`src/sv/vcfe_pkg.sv`:
```
// Shared types and constants for the voxel column face extractor.
// No dependencies; every other file of the block but vcfe_out_if imports this package.
package vcfe_pkg;

  // Command codes of an input word.
  localparam logic CMD_WRITE  = 1'b0;
  localparam logic CMD_COLUMN = 1'b1;

  // Column direction codes.
  localparam logic [1:0] AXIS_X    = 2'd0;
  localparam logic [1:0] AXIS_Y    = 2'd1;
  localparam logic [1:0] AXIS_Z    = 2'd2;
  localparam logic [1:0] AXIS_NONE = 2'd3;

  // Geometry of the edge masks and the id store.
  localparam int MASK_W   = 32;
  localparam int IDX_W    = 5;
  localparam int COORD_W  = 5;
  localparam int ID_W     = 16;
  localparam int ADDR_W   = 3 * COORD_W;
  localparam int STORE_DEPTH = 1 << ADDR_W;

  // Face word constants.
  localparam logic [2:0] ROT_NEG_OFFSET = 3'd3;
  localparam logic [7:0] FACE_EXTENT    = 8'd8;

  // Queue between front and back, and the output buffer.
  localparam int QUEUE_DEPTH = 2;
  localparam int QPTR_W      = $clog2(QUEUE_DEPTH);
  localparam int OUT_DEPTH   = 4;
  localparam int OPTR_W      = $clog2(OUT_DEPTH);

  // One classified item as it travels from front to back.
  typedef struct packed {
    logic                is_write;
    logic [1:0]          axis;
    logic [COORD_W-1:0]  pos_x;
    logic [COORD_W-1:0]  pos_y;
    logic [COORD_W-1:0]  pos_z;
    logic [ID_W-1:0]     block_id;
    logic [MASK_W-1:0]   pos_edges;
    logic [MASK_W-1:0]   neg_edges;
  } vcfe_entry_t;

  // Status of the queue as seen by its two neighbors.
  typedef struct packed {
    logic full;
    logic empty;
  } vcfe_qstat_t;

  // Index of the single set bit of a one-hot mask.
  function automatic logic [IDX_W-1:0] onehot_index(input logic [MASK_W-1:0] onehot);
    logic [IDX_W-1:0] idx;
    idx = '0;
    for (int i = 0; i < MASK_W; i++) begin
      if (onehot[i]) begin
        idx = idx | IDX_W'(i);
      end
    end
    return idx;
  endfunction

endpackage

```
`src/sv/vcfe_queue.sv`:
```
// Short queue of classified entries between front and back.
// Depends on vcfe_pkg.
module vcfe_queue
  import vcfe_pkg::*;
(
  input  logic        clk,
  input  logic        rst,
  input  logic        push,
  input  vcfe_entry_t push_data,
  input  logic        pop,
  output vcfe_entry_t pop_data,
  output vcfe_qstat_t qstat
);

  vcfe_entry_t       slots [QUEUE_DEPTH];
  logic [QPTR_W-1:0] wr_ptr;
  logic [QPTR_W-1:0] rd_ptr;
  logic [QPTR_W:0]   count;

  always_comb begin
    qstat.full  = (count == (QPTR_W+1)'(QUEUE_DEPTH));
    qstat.empty = (count == '0);
    pop_data    = slots[rd_ptr];
  end

  // Pointers and fill level.
  always_ff @(posedge clk) begin
    if (rst) begin
      wr_ptr <= '0;
      rd_ptr <= '0;
      count  <= '0;
    end else begin
      if (push) begin
        wr_ptr <= (wr_ptr == QPTR_W'(QUEUE_DEPTH - 1)) ? '0 : wr_ptr + 1'b1;
      end
      if (pop) begin
        rd_ptr <= (rd_ptr == QPTR_W'(QUEUE_DEPTH - 1)) ? '0 : rd_ptr + 1'b1;
      end
      if (push && !pop) begin
        count <= count + 1'b1;
      end else if (pop && !push) begin
        count <= count - 1'b1;
      end
    end
  end

  // Entry storage.
  always_ff @(posedge clk) begin
    if (push) begin
      slots[wr_ptr] <= push_data;
    end
  end

endmodule

```
`config.mk`:
```
export PLATFORM = sky130hd
export DESIGN_NAME = vcfe_queue
export DESIGN_NICKNAME = d
export VERILOG_FILES = /design/src/sv/vcfe_pkg.sv /design/src/sv/vcfe_queue.sv
export SDC_FILE = /design/constraint.sdc
export NUM_CORES = 1
export LEC_CHECK = 0
export ABC_AREA = 1
export BUFFER_PORTS_ARGS = -buffer_cell sky130_fd_sc_hd__buf_2
export CORE_MARGIN = 3
export CORE_UTILIZATION = 56
export DETAILED_ROUTE_END_ITERATION = 12
export GPL_TIMING_DRIVEN = 0
export HOLD_SLACK_MARGIN = 0.12
export PLACE_DENSITY_LB_ADDON = 0.2
export SLEW_MARGIN = 20
export SYNTH_ARGS = -nofsm -noshare
export SYNTH_HDL_FRONTEND = slang
export SYNTH_SLANG_ARGS = --single-unit
export TNS_END_PERCENT = 1
```
`constraint.sdc`:
```
create_clock -name clk -period 10.3 [get_ports clk]
set_input_delay 1.03 -clock clk [delete_from_list [all_inputs] [get_ports clk]]
set_output_delay 1.03 -clock clk [all_outputs]
set_load 0.01 [all_outputs]
```
==> results.sh <==
export IMPL_clock_skew_ns=0.009516
export IMPL_final_util_pct=73.50
export IMPL_via_per_inst=5.025
export IMPL_cts_htree_levels=1
export IMPL_antenna_found_initial=1
export IMPL_grt_pass1_wl_um=19870
export IMPL_maxSlewHeadroom_pct=69.65
export IMPL_drt_iter0_drc=247
export IMPL_setup_viol=0
export IMPL_final_common_cell="buf_2"
export IMPL_dp_hpwl_um=8887
export IMPL_finalCritPeriodShare_pct=26.90
export IMPL_required_ns=9.27
export IMPL_globalRoute_totalOverflow=0
export IMPL_yosysSeqAreaShare_pct=81.21
export IMPL_syn_to_final_growth_pct=26.85
export IMPL_synth_top_cells_by_area="edfxtp_1 (80%), mux2_2 (12%), mux2_4 (4.1%)"
export IMPL_routabilityCongestion=0.7079
export IMPL_die_w_um=120.7
export IMPL_tns_ns=0
export IMPL_worstSetupPathDepth=5
export IMPL_fin_crit_ns=2.771
export IMPL_portBuffers=201
export IMPL_postCtsHoldBufs=0
export IMPL_r2r_start="wr_ptr"
export IMPL_start_util_pct=57.94
export IMPL_dr_pass1_iters=4
export IMPL_power_leakage_nw=3.617
export IMPL_cpMaxStageDelayCell="dfxtp_1"
export IMPL_cts_clk_slew_worst_paths_ns=0.06
export IMPL_wire_per_inst_um=17.09
export IMPL_yosysTopAreaCell="edfxtp_1"
export IMPL_cts_sinks=201
export IMPL_critPathBufInv=4
export IMPL_rsz0062_at_grt="false"
export IMPL_grtUsageTotal_pct=17.32
export IMPL_antenna_left=0
export IMPL_clock_latency_ns=0.47
export IMPL_ir_drop_mv=0.1624
export IMPL_critical_path_class="reg -> out"
export IMPL_ctsResizeCount=0
export IMPL_critPathMaxFanout=10
export IMPL_drive_gt1_share_pct=59.34
export IMPL_crit_end="pop_data[64]"
export IMPL_regToRegEndpoint="slots[1][32]"
export IMPL_post_cts_buffers=0
export IMPL_cp_end_kind="primary output"
export IMPL_drv_slew=0
export IMPL_outcome="complete, no violations"
export IMPL_ys_seq_elements=201
export IMPL_syn_instance_count=338
export IMPL_clk_path_buf_depth=3
export IMPL_netlist_area_um2=7371
export IMPL_hold_class="reg -> reg"
export IMPL_yosys_warnings=0
export IMPL_cpMostUsedCell="buf_6"
export IMPL_root_buffer="clkbuf_16"
export IMPL_clock_fmax_ghz=0.3609
export IMPL_wl_um=12810
export IMPL_fill_cells=833
export IMPL_row_count=41
export IMPL_arrival_ns=1.74
export IMPL_crit_path_max_incr_delay_ns=0.32
export IMPL_core_area_um2=12720
export IMPL_numCtsBuffers=20
export IMPL_die_area_um2=14570
export IMPL_path_cells="buf_6, buf_6, buf_6, mux2_4, buf_2"
export IMPL_worst_slew_pin_slew_ns=0.4553
export IMPL_vias=3769
export IMPL_fp_dieH_um=120.7
export IMPL_diodes=0
export IMPL_reg2reg_setup_slack_ns=8.72
export IMPL_syn_nets=441
export IMPL_grt_max_degree=55
export IMPL_yosysTopAreaCellShare_pct=79.85
export IMPL_ys_types=16
export IMPL_avgSynthCellArea_um2=21.81
export IMPL_path_delay_family="buffers and inverters"
export IMPL_power_density_nw_per_um2=196.9
export IMPL_nets=669
export IMPL_tritoncts="yes"
export IMPL_ios=202
export IMPL_drc=0
export IMPL_first_global_vias=3978
export IMPL_hold_violations=0
export IMPL_cap_violations=0
export IMPL_final_cell_mix="buf_2 (208), edfxtp_1 (196), mux2_2 (78)"
export IMPL_critPathLaunchType="flip-flop"
export IMPL_rr_worst_depth=3
==> Yosys cell counts <==
cell type / n
ha_1: 1
buf_6: 4
dfxtp_1: 5
mux2_4: 20
nand2_1: 5
buf_2: 7
nor2_1: 7
o21ai_0: 1
edfxtp_1: 196
inv_1: 9
nor3_1: 1
xnor2_1: 1
mux2_2: 78
nand3_1: 1
a21oi_1: 1
nand4_1: 1
==> report_power, final <==
part	leakage (nW)	internal, mW	total [mW]	switching, mW
clock network	0.309	0.420	0.688	0.267
logic	1.43	0.0977	0.197	0.0992
registers	1.88	0.947	0.957	0.0103
total	3.62	1.46	1.84	0.377
==> cells by family after synthesis <==
kind of cell / count (synthesis) / synth area share [%]
AO/OA/AOI/OAI: 2 / 0.1357
XOR/XNOR: 1 / 0.1188
adder cells (fa/ha/maj): 1 / 0.1697
buffers and inverters: 20 / 1.545
flip-flops: 201 / 81.21
multiplexers: 98 / 15.99
AND/OR/NAND/NOR: 15 / 0.8318
==> flip-flops by register name (all words and copies together), names as in the netlist, named ones only <==
signal,count
wr_ptr,1
count,2
slots,196
rd_ptr,1
==> through the flow <==
step / std cells / area [um^2] / power (mW) / hold slack, ns / setup WS (ns)
3_5_place_dp: 716 / 8720 / 1.174 / 0.5216 / 7.959
3_3_place_gp: 711 / 8592 / 1.168 / 0.4945 / 2.353
4_1_cts: 750 / 9350 / 1.862 / 0.5302 / 7.495
5_1_grt: 750 / 9350 / 1.914 / 0.5717 / 7.444
2_1_floorplan: 338 / 7371 / 1.088 / 0.4799 / 4.569
6_report: 750 / 9350 / 1.841 / 0.5318 / 7.529
==> worst min-delay path: cells and delay by family (launching register included) <==
family	cells	cell delay [ns]
buffers and inverters	1	0.09
AO/OA/AOI/OAI	1	0.06
flip-flops	1	0.33
==> worst min path at each step <==
stage,startpoint,end,cells past startpoint
5_1_grt,count[0],count[0],2
2_1_floorplan,rd_ptr,flip-flop,2
4_1_cts,count[0],count[0],2
3_5_place_dp,count[0],count[0],2
6_report,count[0],count[0],2
3_3_place_gp,rd_ptr,rd_ptr,2
==> layout make-up <==
cell class | instances | area [um^2] | share of cell area [%]
plain buffers | 11 | 80.08 | 0.8564
well taps | 172 | 215.2 | 2.302
clock inverters | 8 | 86.33 | 0.9233
clock buffers | 26 | 544.3 | 5.821
inverters | 9 | 38.79 | 0.4148
repair buffers | 206 | 1121 | 11.99
multi-input cells | 117 | 1279 | 13.68
flip-flops and latches | 201 | 5986 | 64.02
==> per-layer routing <==
layer,vias to the layer above,routed length (um),track usage (%)
met3,14,1235,6.127
met1,1833,4810,21.49
met2,141,6598,29.62
met4,2,155,3.754
li1,1779,-,-
met5,-,13,0
No activity file was read; power rests on OpenSTA's default activity.
