<file path="config.mk">
export PLATFORM = sky130hd
export DESIGN_NAME = vcfe_front_flat
export DESIGN_NICKNAME = d
export VERILOG_FILES = /design/src/sv/vcfe_pkg.sv /design/src/sv/vcfe_in_if.sv /design/src/sv/vcfe_front.sv /design/src/flat_wrapper.sv
export SDC_FILE = /design/constraint.sdc
export NUM_CORES = 1
export LEC_CHECK = 0
export BUFFER_PORTS_ARGS = -buffer_cell sky130_fd_sc_hd__buf_2
export CELL_PAD_IN_SITES_DETAIL_PLACEMENT = 1
export CELL_PAD_IN_SITES_GLOBAL_PLACEMENT = 1
export CORE_MARGIN = 3
export CORE_UTILIZATION = 14
export DETAILED_ROUTE_END_ITERATION = 10
export GPL_TIMING_DRIVEN = 0
export PLACE_DENSITY = 0.95
export SLEW_MARGIN = 20
export SYNTH_ARGS = -nofsm -noshare
export SYNTH_HDL_FRONTEND = slang
export SYNTH_SLANG_ARGS = --single-unit
</file>
<file path="constraint.sdc">
create_clock -name vclk -period 4.3
set_input_delay 0.86 -clock vclk [all_inputs]
set_output_delay 0.86 -clock vclk [all_outputs]
set_load 0.03 [all_outputs]
</file>
<file path="src/sv/vcfe_pkg.sv">
// Shared types and constants for the voxel column face extractor.
// No dependencies; every other file of the block but vcfe_out_if imports this package.
package vcfe_pkg;

  // Command codes of an input word.
  localparam logic CMD_WRITE  = 1'b0;
  localparam logic CMD_COLUMN = 1'b1;

  // Column direction codes.
  localparam logic [1:0] AXIS_X    = 2'd0;
  localparam logic [1:0] AXIS_Y    = 2'd1;
  localparam logic [1:0] AXIS_Z    = 2'd2;
  localparam logic [1:0] AXIS_NONE = 2'd3;

  // Geometry of the edge masks and the id store.
  localparam int MASK_W   = 32;
  localparam int IDX_W    = 5;
  localparam int COORD_W  = 5;
  localparam int ID_W     = 16;
  localparam int ADDR_W   = 3 * COORD_W;
  localparam int STORE_DEPTH = 1 << ADDR_W;

  // Face word constants.
  localparam logic [2:0] ROT_NEG_OFFSET = 3'd3;
  localparam logic [7:0] FACE_EXTENT    = 8'd8;

  // Queue between front and back, and the output buffer.
  localparam int QUEUE_DEPTH = 2;
  localparam int QPTR_W      = $clog2(QUEUE_DEPTH);
  localparam int OUT_DEPTH   = 4;
  localparam int OPTR_W      = $clog2(OUT_DEPTH);

  // One classified item as it travels from front to back.
  typedef struct packed {
    logic                is_write;
    logic [1:0]          axis;
    logic [COORD_W-1:0]  pos_x;
    logic [COORD_W-1:0]  pos_y;
    logic [COORD_W-1:0]  pos_z;
    logic [ID_W-1:0]     block_id;
    logic [MASK_W-1:0]   pos_edges;
    logic [MASK_W-1:0]   neg_edges;
  } vcfe_entry_t;

  // Status of the queue as seen by its two neighbors.
  typedef struct packed {
    logic full;
    logic empty;
  } vcfe_qstat_t;

  // Index of the single set bit of a one-hot mask.
  function automatic logic [IDX_W-1:0] onehot_index(input logic [MASK_W-1:0] onehot);
    logic [IDX_W-1:0] idx;
    idx = '0;
    for (int i = 0; i < MASK_W; i++) begin
      if (onehot[i]) begin
        idx = idx | IDX_W'(i);
      end
    end
    return idx;
  endfunction

endpackage

</file>
<file path="src/sv/vcfe_in_if.sv">
// Input channel of the face extractor: valid/ready handshake and item fields.
// Depends on vcfe_pkg for field widths.
interface vcfe_in_if;
  import vcfe_pkg::*;

  logic               valid;
  logic               ready;
  logic               command;
  logic [1:0]         axis;
  logic [COORD_W-1:0] pos_x;
  logic [COORD_W-1:0] pos_y;
  logic [COORD_W-1:0] pos_z;
  logic [63:0]        column_mask;
  logic [ID_W-1:0]    block_id;

  modport source (
    output valid, command, axis, pos_x, pos_y, pos_z, column_mask, block_id,
    input  ready
  );

  modport sink (
    input  valid, command, axis, pos_x, pos_y, pos_z, column_mask, block_id,
    output ready
  );
endinterface

</file>
<file path="src/sv/vcfe_front.sv">
// Front end: accepts input words, forms the edge masks and drops columns
// that produce no faces. Depends on vcfe_pkg and vcfe_in_if.
module vcfe_front
  import vcfe_pkg::*;
#(
  parameter int CHUNK_SIZE = 32
) (
  vcfe_in_if.sink     items,
  input  vcfe_qstat_t qstat,
  output logic        push,
  output vcfe_entry_t entry
);

  logic [63:0]       pos_all;
  logic [63:0]       neg_all;
  logic [MASK_W-1:0] pos_c;
  logic [MASK_W-1:0] neg_c;
  logic              keep;

  // Edge masks; coordinate c sits at mask bit c+1, outside bits only act as neighbors.
  always_comb begin
    pos_all = items.column_mask & ~(items.column_mask >> 1);
    neg_all = items.column_mask & ~(items.column_mask << 1);
    for (int c = 0; c < MASK_W; c++) begin
      pos_c[c] = (c < CHUNK_SIZE) ? pos_all[c+1] : 1'b0;
      neg_c[c] = (c < CHUNK_SIZE) ? neg_all[c+1] : 1'b0;
    end
  end

  // Writes always go on; columns go on only with a valid axis and some edge.
  always_comb begin
    keep = (items.command == CMD_WRITE) ||
           ((items.axis != AXIS_NONE) && ((pos_c | neg_c) != '0));
    items.ready = !qstat.full;
    push        = items.valid && !qstat.full && keep;
  end

  // Queue entry.
  always_comb begin
    entry.is_write  = (items.command == CMD_WRITE);
    entry.axis      = items.axis;
    entry.pos_x     = items.pos_x;
    entry.pos_y     = items.pos_y;
    entry.pos_z     = items.pos_z;
    entry.block_id  = items.block_id;
    entry.pos_edges = pos_c;
    entry.neg_edges = neg_c;
  end

endmodule

</file>
<file path="src/flat_wrapper.sv">
// flat-port wrapper written by rule: the top's interface ports become plain ports
module vcfe_front_flat import vcfe_pkg::*;
#(
  parameter int CHUNK_SIZE = 32
)
  (qstat, push, entry, items_valid, items_command, items_axis, items_pos_x, items_pos_y, items_pos_z, items_column_mask, items_block_id, items_ready);
  vcfe_in_if items_i ();
  input  vcfe_qstat_t qstat;
  output logic push;
  output vcfe_entry_t entry;
  input wire logic [$bits(items_i.valid)-1:0] items_valid;
  input wire logic [$bits(items_i.command)-1:0] items_command;
  input wire logic [$bits(items_i.axis)-1:0] items_axis;
  input wire logic [$bits(items_i.pos_x)-1:0] items_pos_x;
  input wire logic [$bits(items_i.pos_y)-1:0] items_pos_y;
  input wire logic [$bits(items_i.pos_z)-1:0] items_pos_z;
  input wire logic [$bits(items_i.column_mask)-1:0] items_column_mask;
  input wire logic [$bits(items_i.block_id)-1:0] items_block_id;
  output wire logic [$bits(items_i.ready)-1:0] items_ready;
  assign items_i.valid = items_valid;
  assign items_i.command = items_command;
  assign items_i.axis = items_axis;
  assign items_i.pos_x = items_pos_x;
  assign items_i.pos_y = items_pos_y;
  assign items_i.pos_z = items_pos_z;
  assign items_i.column_mask = items_column_mask;
  assign items_i.block_id = items_block_id;
  assign items_ready = items_i.ready;
  vcfe_front #(.CHUNK_SIZE(CHUNK_SIZE)) u_core (.items(items_i), .qstat(qstat), .push(push), .entry(entry));
endmodule
</file>
==> qor.yml, run 1 <==
sta:
  setup_tns_ps: 0
  finalMaxSlewViolations: 0
  timing.fmax_mhz: 316
  rsz0062_at_grt: "no"
  final-hold-violation-count: 0
  timing.final.crit_period_ps: 3170
  post-route-period-util_pct: 73.6
  final-setup-viol-count: 0
  relSlewSlack_pct: 73.9
  hold_ws_ps: 1970
  timing_worst_slew_pin_value_ps: 388
finish:
  nFlopsAndLatches: 0
  final_core_utilization_pct: 26.9
  final_cell_area_sq_um: 1720
  layout.nets: 386
  final_cell_mix: "139 x sky130_fd_sc_hd__buf_2, 59 x sky130_fd_sc_hd__nor2b_1, 33 x sky130_fd_sc_hd__buf_4"
  area_growth_syn_to_layout_pct: 85.3
  antennaDiodeCount: 0
  drive_gt1_share_pct: 61.1
  n_clock_buffer: 0
  layout.area.seq_sq_um: 0
  layout.cells.most_common: "sky130_fd_sc_hd__buf_2"
cts:
  cts_resized: 0
  cts.repair_timing.setup_buffer_count: 0
  post_cts_hold_buffer_count: 0
place:
  post-dp-hpwl_um: 4410
  placed_instance_area_sq_um: 1720
  globalplace.congestion: 0.734
  port_buffers: 139
critical_path:
  path_class: "in2out"
  data_arrival_at_the_endpoint_of_the_critical_path_ps: 2310
  cp_slowest_stage_delay_ps: 350
  worstSetupStartpoint: "items_column_mask[27]"
  critPathMaxFanout: 5
  worstPathRequired_ps: 3440
  worst-path-buf-inv: 2
  critPathCaptureType: "primary output"
  path_cells: "buf_2 -> nor4_2 -> nand2_1 -> a222oi_1 -> nand4_1 -> and4_1 -> buf_2"
  critical_path.most_common_cell: "sky130_fd_sc_hd__buf_2"
  path_delay_family: "simple AND/OR/NAND/NOR gates"
  cp-start-kind: "primary input"
  timing.critical_path.slowest_stage_cell: "sky130_fd_sc_hd__a222oi_1"
grt:
  grt_start_max_net_pins: 8
  antenna_violations_before_repair: 0
  grt_pass1_vias: 1443
  grt_first_pass_wirelength_um: 6660
  globalRouteTotalUtil_pct: 10.7
  grt_overflow: 0
die:
  io_pins: 201
  die_x_um: 87.4
  floorplan.initialDensity_pct: 14.5
  rows: 29
  dieArea_sq_um: 7640
  die_outline_height_um: 87.4
  core_area_sq_um: 6390
synthesis:
  synth-simple-area-share_pct: 65.5
  synth.cell_area_sq_um: 928
  synthesis.instances: 144
  synth_top_family_by_area: "simple AND/OR/NAND/NOR gates"
  yosys.cell_types.count: 20
  yosys.area_share.xor_xnor_pct: 0
  synth_mux_area_share_pct: 0
  synth_fa_ha_area_share_pct: 0
  synthDominantCellAreaShare_pct: 39.8
  synthesis.yosys.warnings: 0
  share_of_the_synthesized_area_in_compound_gates_ao_oa_aoi_oai_pct: 7.01
  synth.net_count: 245
  post_synth_main_area_contributors: "sky130_fd_sc_hd__nor2b_1 40%, sky130_fd_sc_hd__buf_4 27%, sky130_fd_sc_hd__nor2_1 4.4%"
  synth.avg_cell_area_sq_um: 6.45
  synth_sequential_area_ratio_pct: 0
  post-synth-top-area-cell: "sky130_fd_sc_hd__nor2b_1"
hold_path:
  holdCritPathClass: "in2out"
  holdCritStartpoint: "items_pos_z[1]"
route:
  residual_antenna_violating_net_count_after_detailed_routing: 0
  drt_wl_cell_um: 13.1
  drtIter0Drc: 22
  drt_drc_violations_left: 0
  via_count: 1493
  route.detailed.vias_per_inst: 4.15
  drt-total-wl_um: 4720
  dr.pass1.iters: 4
power_and_ir_drop:
  vdd_ir_drop_max_mv: 0.0397
  static_leak_nw: 0.997
  power_density_nw_per_um2: 145
status:
  status: "finished, final reports clean"
job:
  drv_cap: 0
-- stage by stage --
step / total power (W) / setup WS (ps) / cells
floorplan: 0.000163 / 1300 / 144
global placement: 0.000247 / 1090 / 360
detailed placement: 0.000253 / 1070 / 360
CTS: 0.000253 / 1050 / 360
global route: 0.000267 / 973 / 360
finish: 0.000249 / 1130 / 360
-- worst paths after layout --
check | endpoint | slack, ps | depth (start not counted)
worst max-delay path | push | 1130 | 7
worst min-delay path | entry[81] | 1970 | 2
-- power breakdown --
group / internal [W] / switching, W / leakage, nW
Sequential: 0 / 0 / 0
Clock: 0 / 0 / 0
Combinational: 0.0000864 / 0.000162 / 0.997
Total: 0.0000864 / 0.000162 / 0.997
-- cell families after synthesis --
family,Yosys count
simple gates,100
buf+inv,35
compound gates,9
-- cells in the mapped netlist, types with 2 or more instances --
cell type,number
sky130_fd_sc_hd__and2b_1,5
sky130_fd_sc_hd__nand2_1,3
sky130_fd_sc_hd__nand3_1,4
sky130_fd_sc_hd__nor4_1,5
sky130_fd_sc_hd__and2_1,5
sky130_fd_sc_hd__nor2b_1,59
sky130_fd_sc_hd__a222oi_1,2
sky130_fd_sc_hd__inv_1,2
sky130_fd_sc_hd__buf_4,33
sky130_fd_sc_hd__and4_1,2
sky130_fd_sc_hd__o21ai_0,3
sky130_fd_sc_hd__nand4_1,3
sky130_fd_sc_hd__nor2_1,11
-- layer usage --
layer	vias to the layer above	part of all wire (%)	global-route usage (%)
met3	6	9.9	1.32
met4	0	1.5	2.09
met1	664	35	11.9
met5	-	0	0
li1	727	-	-
met2	96	53	21.2
-- layout make-up --
cell class                 count  area [sq um]
inverter                       2          7.51
multi-input combinational    109           673
timing repair buffer         139           696
tap                           77          96.3
buffer                        33           248
fill                         846          4670
(Power assumes the default switching activity.)
==> run 2: changes to the inputs <==
- ABC_AREA: default -> 1
- CORE_UTILIZATION: 14 -> 11
- PLACE_DENSITY: 0.95 -> 0.88
- clock period: 4.3 -> 3.06 ns (I/O delays scaled with it)
==> run 2 against run 1 <==
Sequential share of layout area stayed put; flip-flop and latch count stayed put; wire length is 1.4% lower; final cell count is 22% higher; worst hold slack worse by 500 ps; synthesized cell count is 38% higher; global-route usage is 1.8 points lower; via count is 12% higher; critical path depth is 5 higher; core utilization is 5.0 points lower; setup slack worse by 400 ps; largest power group unchanged.
==> qor.yml, run 2 <==
status:
  status: "finished, final reports clean"
power_and_ir_drop:
  p_total_w: 0.000363
  comb_power_share_pct: 100.0
  static_leak_nw: 1.20
  vdd_ir_drop_max_mv: 0.0570
  internal_power_w: 0.000118
  net-switching-power_w: 0.000245
  power_density_nw_per_um2: 209
  pwr-share-clk_pct: 0
  seq_power_share_pct: 0
  switching_share_pct: 67.5
synthesis:
  post_synth_main_area_contributors: "sky130_fd_sc_hd__nor2_1 38%, sky130_fd_sc_hd__buf_4 27%, sky130_fd_sc_hd__inv_1 12%"
  synth.avg_cell_area_sq_um: 4.60
  netlist_top_cells_count: "93 x sky130_fd_sc_hd__nor2_1, 33 x sky130_fd_sc_hd__buf_4, 29 x sky130_fd_sc_hd__inv_1"
  yosys.cell_count.top_type: "sky130_fd_sc_hd__nor2_1"
  synth.cell_area_sq_um: 911
  synth_sequential_area_ratio_pct: 0
  synthDominantCellAreaShare_pct: 38.3
  synth.net_count: 299
  synthesis.instances: 198
  post-synth-top-area-cell: "sky130_fd_sc_hd__nor2_1"
  yosys.cell_types.count: 9
  synthesis.yosys.warnings: 0
finish:
  layout.area.seq_sq_um: 0
  nFlopsAndLatches: 0
  final_cell_mix: "139 x sky130_fd_sc_hd__buf_2, 93 x sky130_fd_sc_hd__nor2_1, 33 x sky130_fd_sc_hd__buf_4"
  layout.nets: 440
  n_clock_buffer: 0
  area_growth_syn_to_layout_pct: 90.4
  layout.cells.most_common: "sky130_fd_sc_hd__buf_2"
  antennaDiodeCount: 0
  drive_gt1_share_pct: 55.8
  final_cell_area_sq_um: 1730
place:
  globalplace.congestion: 0.956
  placed_instance_area_sq_um: 1730
  port_buffers: 139
  place_ws_ps: 647
  post-dp-hpwl_um: 4450
cts:
  cts_resized: 0
  post_cts_hold_buffer_count: 0
  cts.repair_timing.setup_buffer_count: 0
critical_path:
  critPathMaxFanout: 4
  path_class: "in2out"
  critPathCaptureType: "primary output"
  data_arrival_at_the_endpoint_of_the_critical_path_ps: 1710
  worstPathRequired_ps: 2450
  cp-start-kind: "primary input"
route:
  route.detailed.vias_per_inst: 3.79
  drt-total-wl_um: 4650
  drt_wl_cell_um: 10.6
  drt_drc_violations_left: 0
  dr.pass1.iters: 3
  residual_antenna_violating_net_count_after_detailed_routing: 0
  via_count: 1665
  drtIter0Drc: 12
sta:
  final-setup-viol-count: 0
  timing.fmax_mhz: 430
  timing_worst_slew_pin_value_ps: 159
  post-route-period-util_pct: 76.0
  worst_slack_ps: 735
  timing.final.crit_period_ps: 2330
  setup_tns_ps: 0
  relSlewSlack_pct: 89.4
  finalMaxSlewViolations: 0
  final-hold-violation-count: 0
  rsz0062_at_grt: "no"
die:
  die_x_um: 97
  die_outline_height_um: 97
  rows: 32
  dieArea_sq_um: 9410
  io_pins: 201
  core_area_sq_um: 7890
  floorplan.initialDensity_pct: 11.5
grt:
  grt_pass1_vias: 1709
  grt.met2_usage_pct: 19.1
  grt_overflow: 0
  global_route.usage.met3_pct: 1.80
  grt_start_max_net_pins: 5
  grt_first_pass_wirelength_um: 7450
  antenna_violations_before_repair: 0
  globalRouteTotalUtil_pct: 8.92
  globalRoute.busiestLayer: "met2"
  grtUsageMet1_pct: 8.69
job:
  drv_cap: 0
hold_path:
  holdCritPathClass: "in2out"
  worst_hold_depth: 2
[run 2: changes by cell type in the layout (fill, tap and decap cells not counted), sizes merged, moves of 6 or more]
cell,before,now
inv,2,34
nand2,3,24
nor2,11,102
nor2b,59,0
nor4,6,0
[run 2: path summary, 6_finish.rpt]
| path | from | endpoint | slack [ps] |
|---|---|---|---|
| worst max-delay path | items_column_mask[29] | push | 730 |
| worst min-delay path | items_pos_y[0] | entry[85] | 1470 |
[run 2: worst max-delay path, stage by stage]
cell and delay (ps):
sky130_fd_sc_hd__buf_2 150, sky130_fd_sc_hd__inv_2 80, sky130_fd_sc_hd__nor2_2 40, sky130_fd_sc_hd__nor2_1 100, sky130_fd_sc_hd__nand2_1 60, sky130_fd_sc_hd__nor2_1 100, sky130_fd_sc_hd__nand2_1 70, sky130_fd_sc_hd__nor2_1 150
sky130_fd_sc_hd__nand2_1 80, sky130_fd_sc_hd__nand2_1 70, sky130_fd_sc_hd__a21oi_2 50, sky130_fd_sc_hd__buf_2 170
[run 2: power groups by stage]
stage | registers [W] | clock network (W) | logic [W]
6_report | 0 | 0 | 0.000363
5_1_grt | 0 | 0 | 0.000392
3_3_place_gp | 0 | 0 | 0.000360
3_5_place_dp | 0 | 0 | 0.000368
4_1_cts | 0 | 0 | 0.000368
2_1_floorplan | 0 | 0 | 0.000246
[run 2: per-stage QoR]
stage / std cells / hold slack (ps) / utilization [%]
after floorplan: 198 / 1290 / -
after global placement: 439 / 1480 / 22.0
after detailed placement: 439 / 1480 / 22.0
after CTS: 439 / 1480 / 22.0
after global routing: 439 / 1480 / 22.0
final: 439 / 1470 / 22.0
[run 2: cell type report]
| cell class | count | area (sq um) |
|---|---|---|
| fill | 1077 | 6150 |
| buffer | 33 | 248 |
| timing repair buffer | 139 | 696 |
| inverter | 34 | 128 |
| multi-input combinational | 131 | 536 |
| tap | 102 | 128 |
[run 2: kinds of logic (layout without fill, tap and decap cells)]
group / count (synthesis) / after routing / synth area share [%]
AOI/OAI and AO/OA: 5 / 5 / 4.40
buffers and inverters: 67 / 206 / 41.2
and+or+nand+nor: 126 / 126 / 54.4
[run 2: metal layers]
layer  share of wire (%)  vias to the layer above
li1                    -                      820
met3                  11                        6
met2                  55                      106
met1                  32                      733
met5                   0                        -
met4                 1.4                        0
==> run 3: changes to the inputs <==
- ABC_AREA: 1 -> 0
- PLACE_DENSITY: 0.88 -> 0.84
- clock period: 3.06 -> 2.1 ns (I/O delays scaled with it)
==> run 3 against run 2 <==
The flow now finishes with violations (setup timing); combinational power up 45%; final area grew 4.5%; flip-flop and latch count stayed put; final cell count fell by 12%; power up 45%; via count fell by 11%; highest routed layer is now met3.
==> qor.yml, run 3 (synthesis gave the netlist of run 1 again) <==
status:
  status: "finished, violations left"
  failed_checks: "setup timing"
place:
  port_buffers: 139
  globalplace.congestion: 0.656
  post-dp-hpwl_um: 4640
critical_path:
  critPathCaptureType: "primary output"
  worstPathRequired_ps: 1680
  path_class: "in2out"
  cp-start-kind: "primary input"
  data_arrival_at_the_endpoint_of_the_critical_path_ps: 1730
  critPathMaxFanout: 2
sta:
  hold_ws_ps: 1090
  rsz0062_at_grt: "yes"
  final-setup-viol-count: 1
  relSlewSlack_pct: 76.6
  worst_slack_ps: -47.3
  post-route-period-util_pct: 102
  finalMaxSlewViolations: 0
  timing_worst_slew_pin_value_ps: 351
  timing.final.crit_period_ps: 2150
  timing.fmax_mhz: 466
  final-hold-violation-count: 0
finish:
  layout.area.seq_sq_um: 0
  drive_gt1_share_pct: 62.7
  final_cell_mix: "136 x sky130_fd_sc_hd__buf_2, 57 x sky130_fd_sc_hd__nor2b_1, 34 x sky130_fd_sc_hd__buf_4"
  n_clock_buffer: 0
  area_growth_syn_to_layout_pct: 95.1
  antennaDiodeCount: 0
  nFlopsAndLatches: 0
  layout.nets: 387
  layout.cells.most_common: "sky130_fd_sc_hd__buf_2"
grt:
  antenna_violations_before_repair: 0
  grt_overflow: 0
  grt_first_pass_wirelength_um: 7490
  grt_start_max_net_pins: 8
  grt_pass1_vias: 1528
  globalRouteTotalUtil_pct: 9.26
die:
  core_area_sq_um: 7970
  die_x_um: 97.9
  io_pins: 201
  die_outline_height_um: 97.9
  floorplan.initialDensity_pct: 11.7
  dieArea_sq_um: 9580
  rows: 32
route:
  dr.pass1.iters: 4
  route.detailed.vias_per_inst: 3.84
  via_count: 1484
  drt_wl_cell_um: 13.0
  residual_antenna_violating_net_count_after_detailed_routing: 0
  drtIter0Drc: 31
  drt-total-wl_um: 5030
  drt_drc_violations_left: 0
power_and_ir_drop:
  p_total_w: 0.000525
  static_leak_nw: 1.02
  power_density_nw_per_um2: 290
  vdd_ir_drop_max_mv: 0.0712
job:
  drv_cap: 0
hold_path:
  holdCritPathClass: "in2out"
## run 3: cell count changes in the layout (fill, tap and decap cells not counted), moves of 9 or more
cell                      change
sky130_fd_sc_hd__nor2b_1     +57
sky130_fd_sc_hd__inv_1       -27
sky130_fd_sc_hd__nor2_2       -9
sky130_fd_sc_hd__nor2_1      -82
sky130_fd_sc_hd__nand2_1     -21
## run 3: metrics by stage
stage | utilization (%) | cell area [sq um] | TNS [ps] | instances | setup slack (ps)
2_1_floorplan | - | 933 | 0 | 144 | 2.48
3_3_place_gp | 22.0 | 1760 | -235 | 385 | -235
3_5_place_dp | 22.0 | 1760 | -254 | 385 | -254
4_1_cts | 22.6 | 1800 | -90.9 | 386 | -90.9
5_1_grt | 22.7 | 1810 | -178 | 386 | -178
6_report | 22.7 | 1810 | -47.3 | 386 | -47.3
## run 3: layout make-up
cell class                 count  area, sq um
buffer                        33          248
fill                        1035         6160
inverter                       2         7.51
multi-input combinational    109          699
tap                          102          128
timing repair buffer         140          729
## run 3: metal layers
layer  vias to the layer above  wire [um]  track usage (%)
met5                         -          0                0
met4                         0          0                0
met3                         0        367            0.786
met2                        88       2840             19.6
met1                       664       1820             10.3
li1                        732          -                -
## run 3: path summary, 6_finish.rpt
path	slack, ps	end	cells after the start	startpoint
max	-50	push	7	items_column_mask[24]
min	1090	entry[79]	2	items_block_id[15]
## run 3: report_power, final
group	internal (W)	leakage (nW)	switching [W]
clock	0	0	0
sequential	0	0	0
combinational	0.000185	1.02	0.000339
total	0.000185	1.02	0.000339
## run 3: repair_timing
action	CTS	global route
pin swaps	5	0
resized for setup	9	2
cloned	0	0
buffers inserted	1	0
setup endpoints to repair	1	1
hold buffers	0	0
## run 3: critical path, stage by stage
cell                       delay, ps
sky130_fd_sc_hd__buf_8           100
sky130_fd_sc_hd__nor4_4          270
sky130_fd_sc_hd__nand2_1          80
sky130_fd_sc_hd__a222oi_1        340
sky130_fd_sc_hd__nand4_1         180
sky130_fd_sc_hd__and4_1          200
sky130_fd_sc_hd__buf_6           140
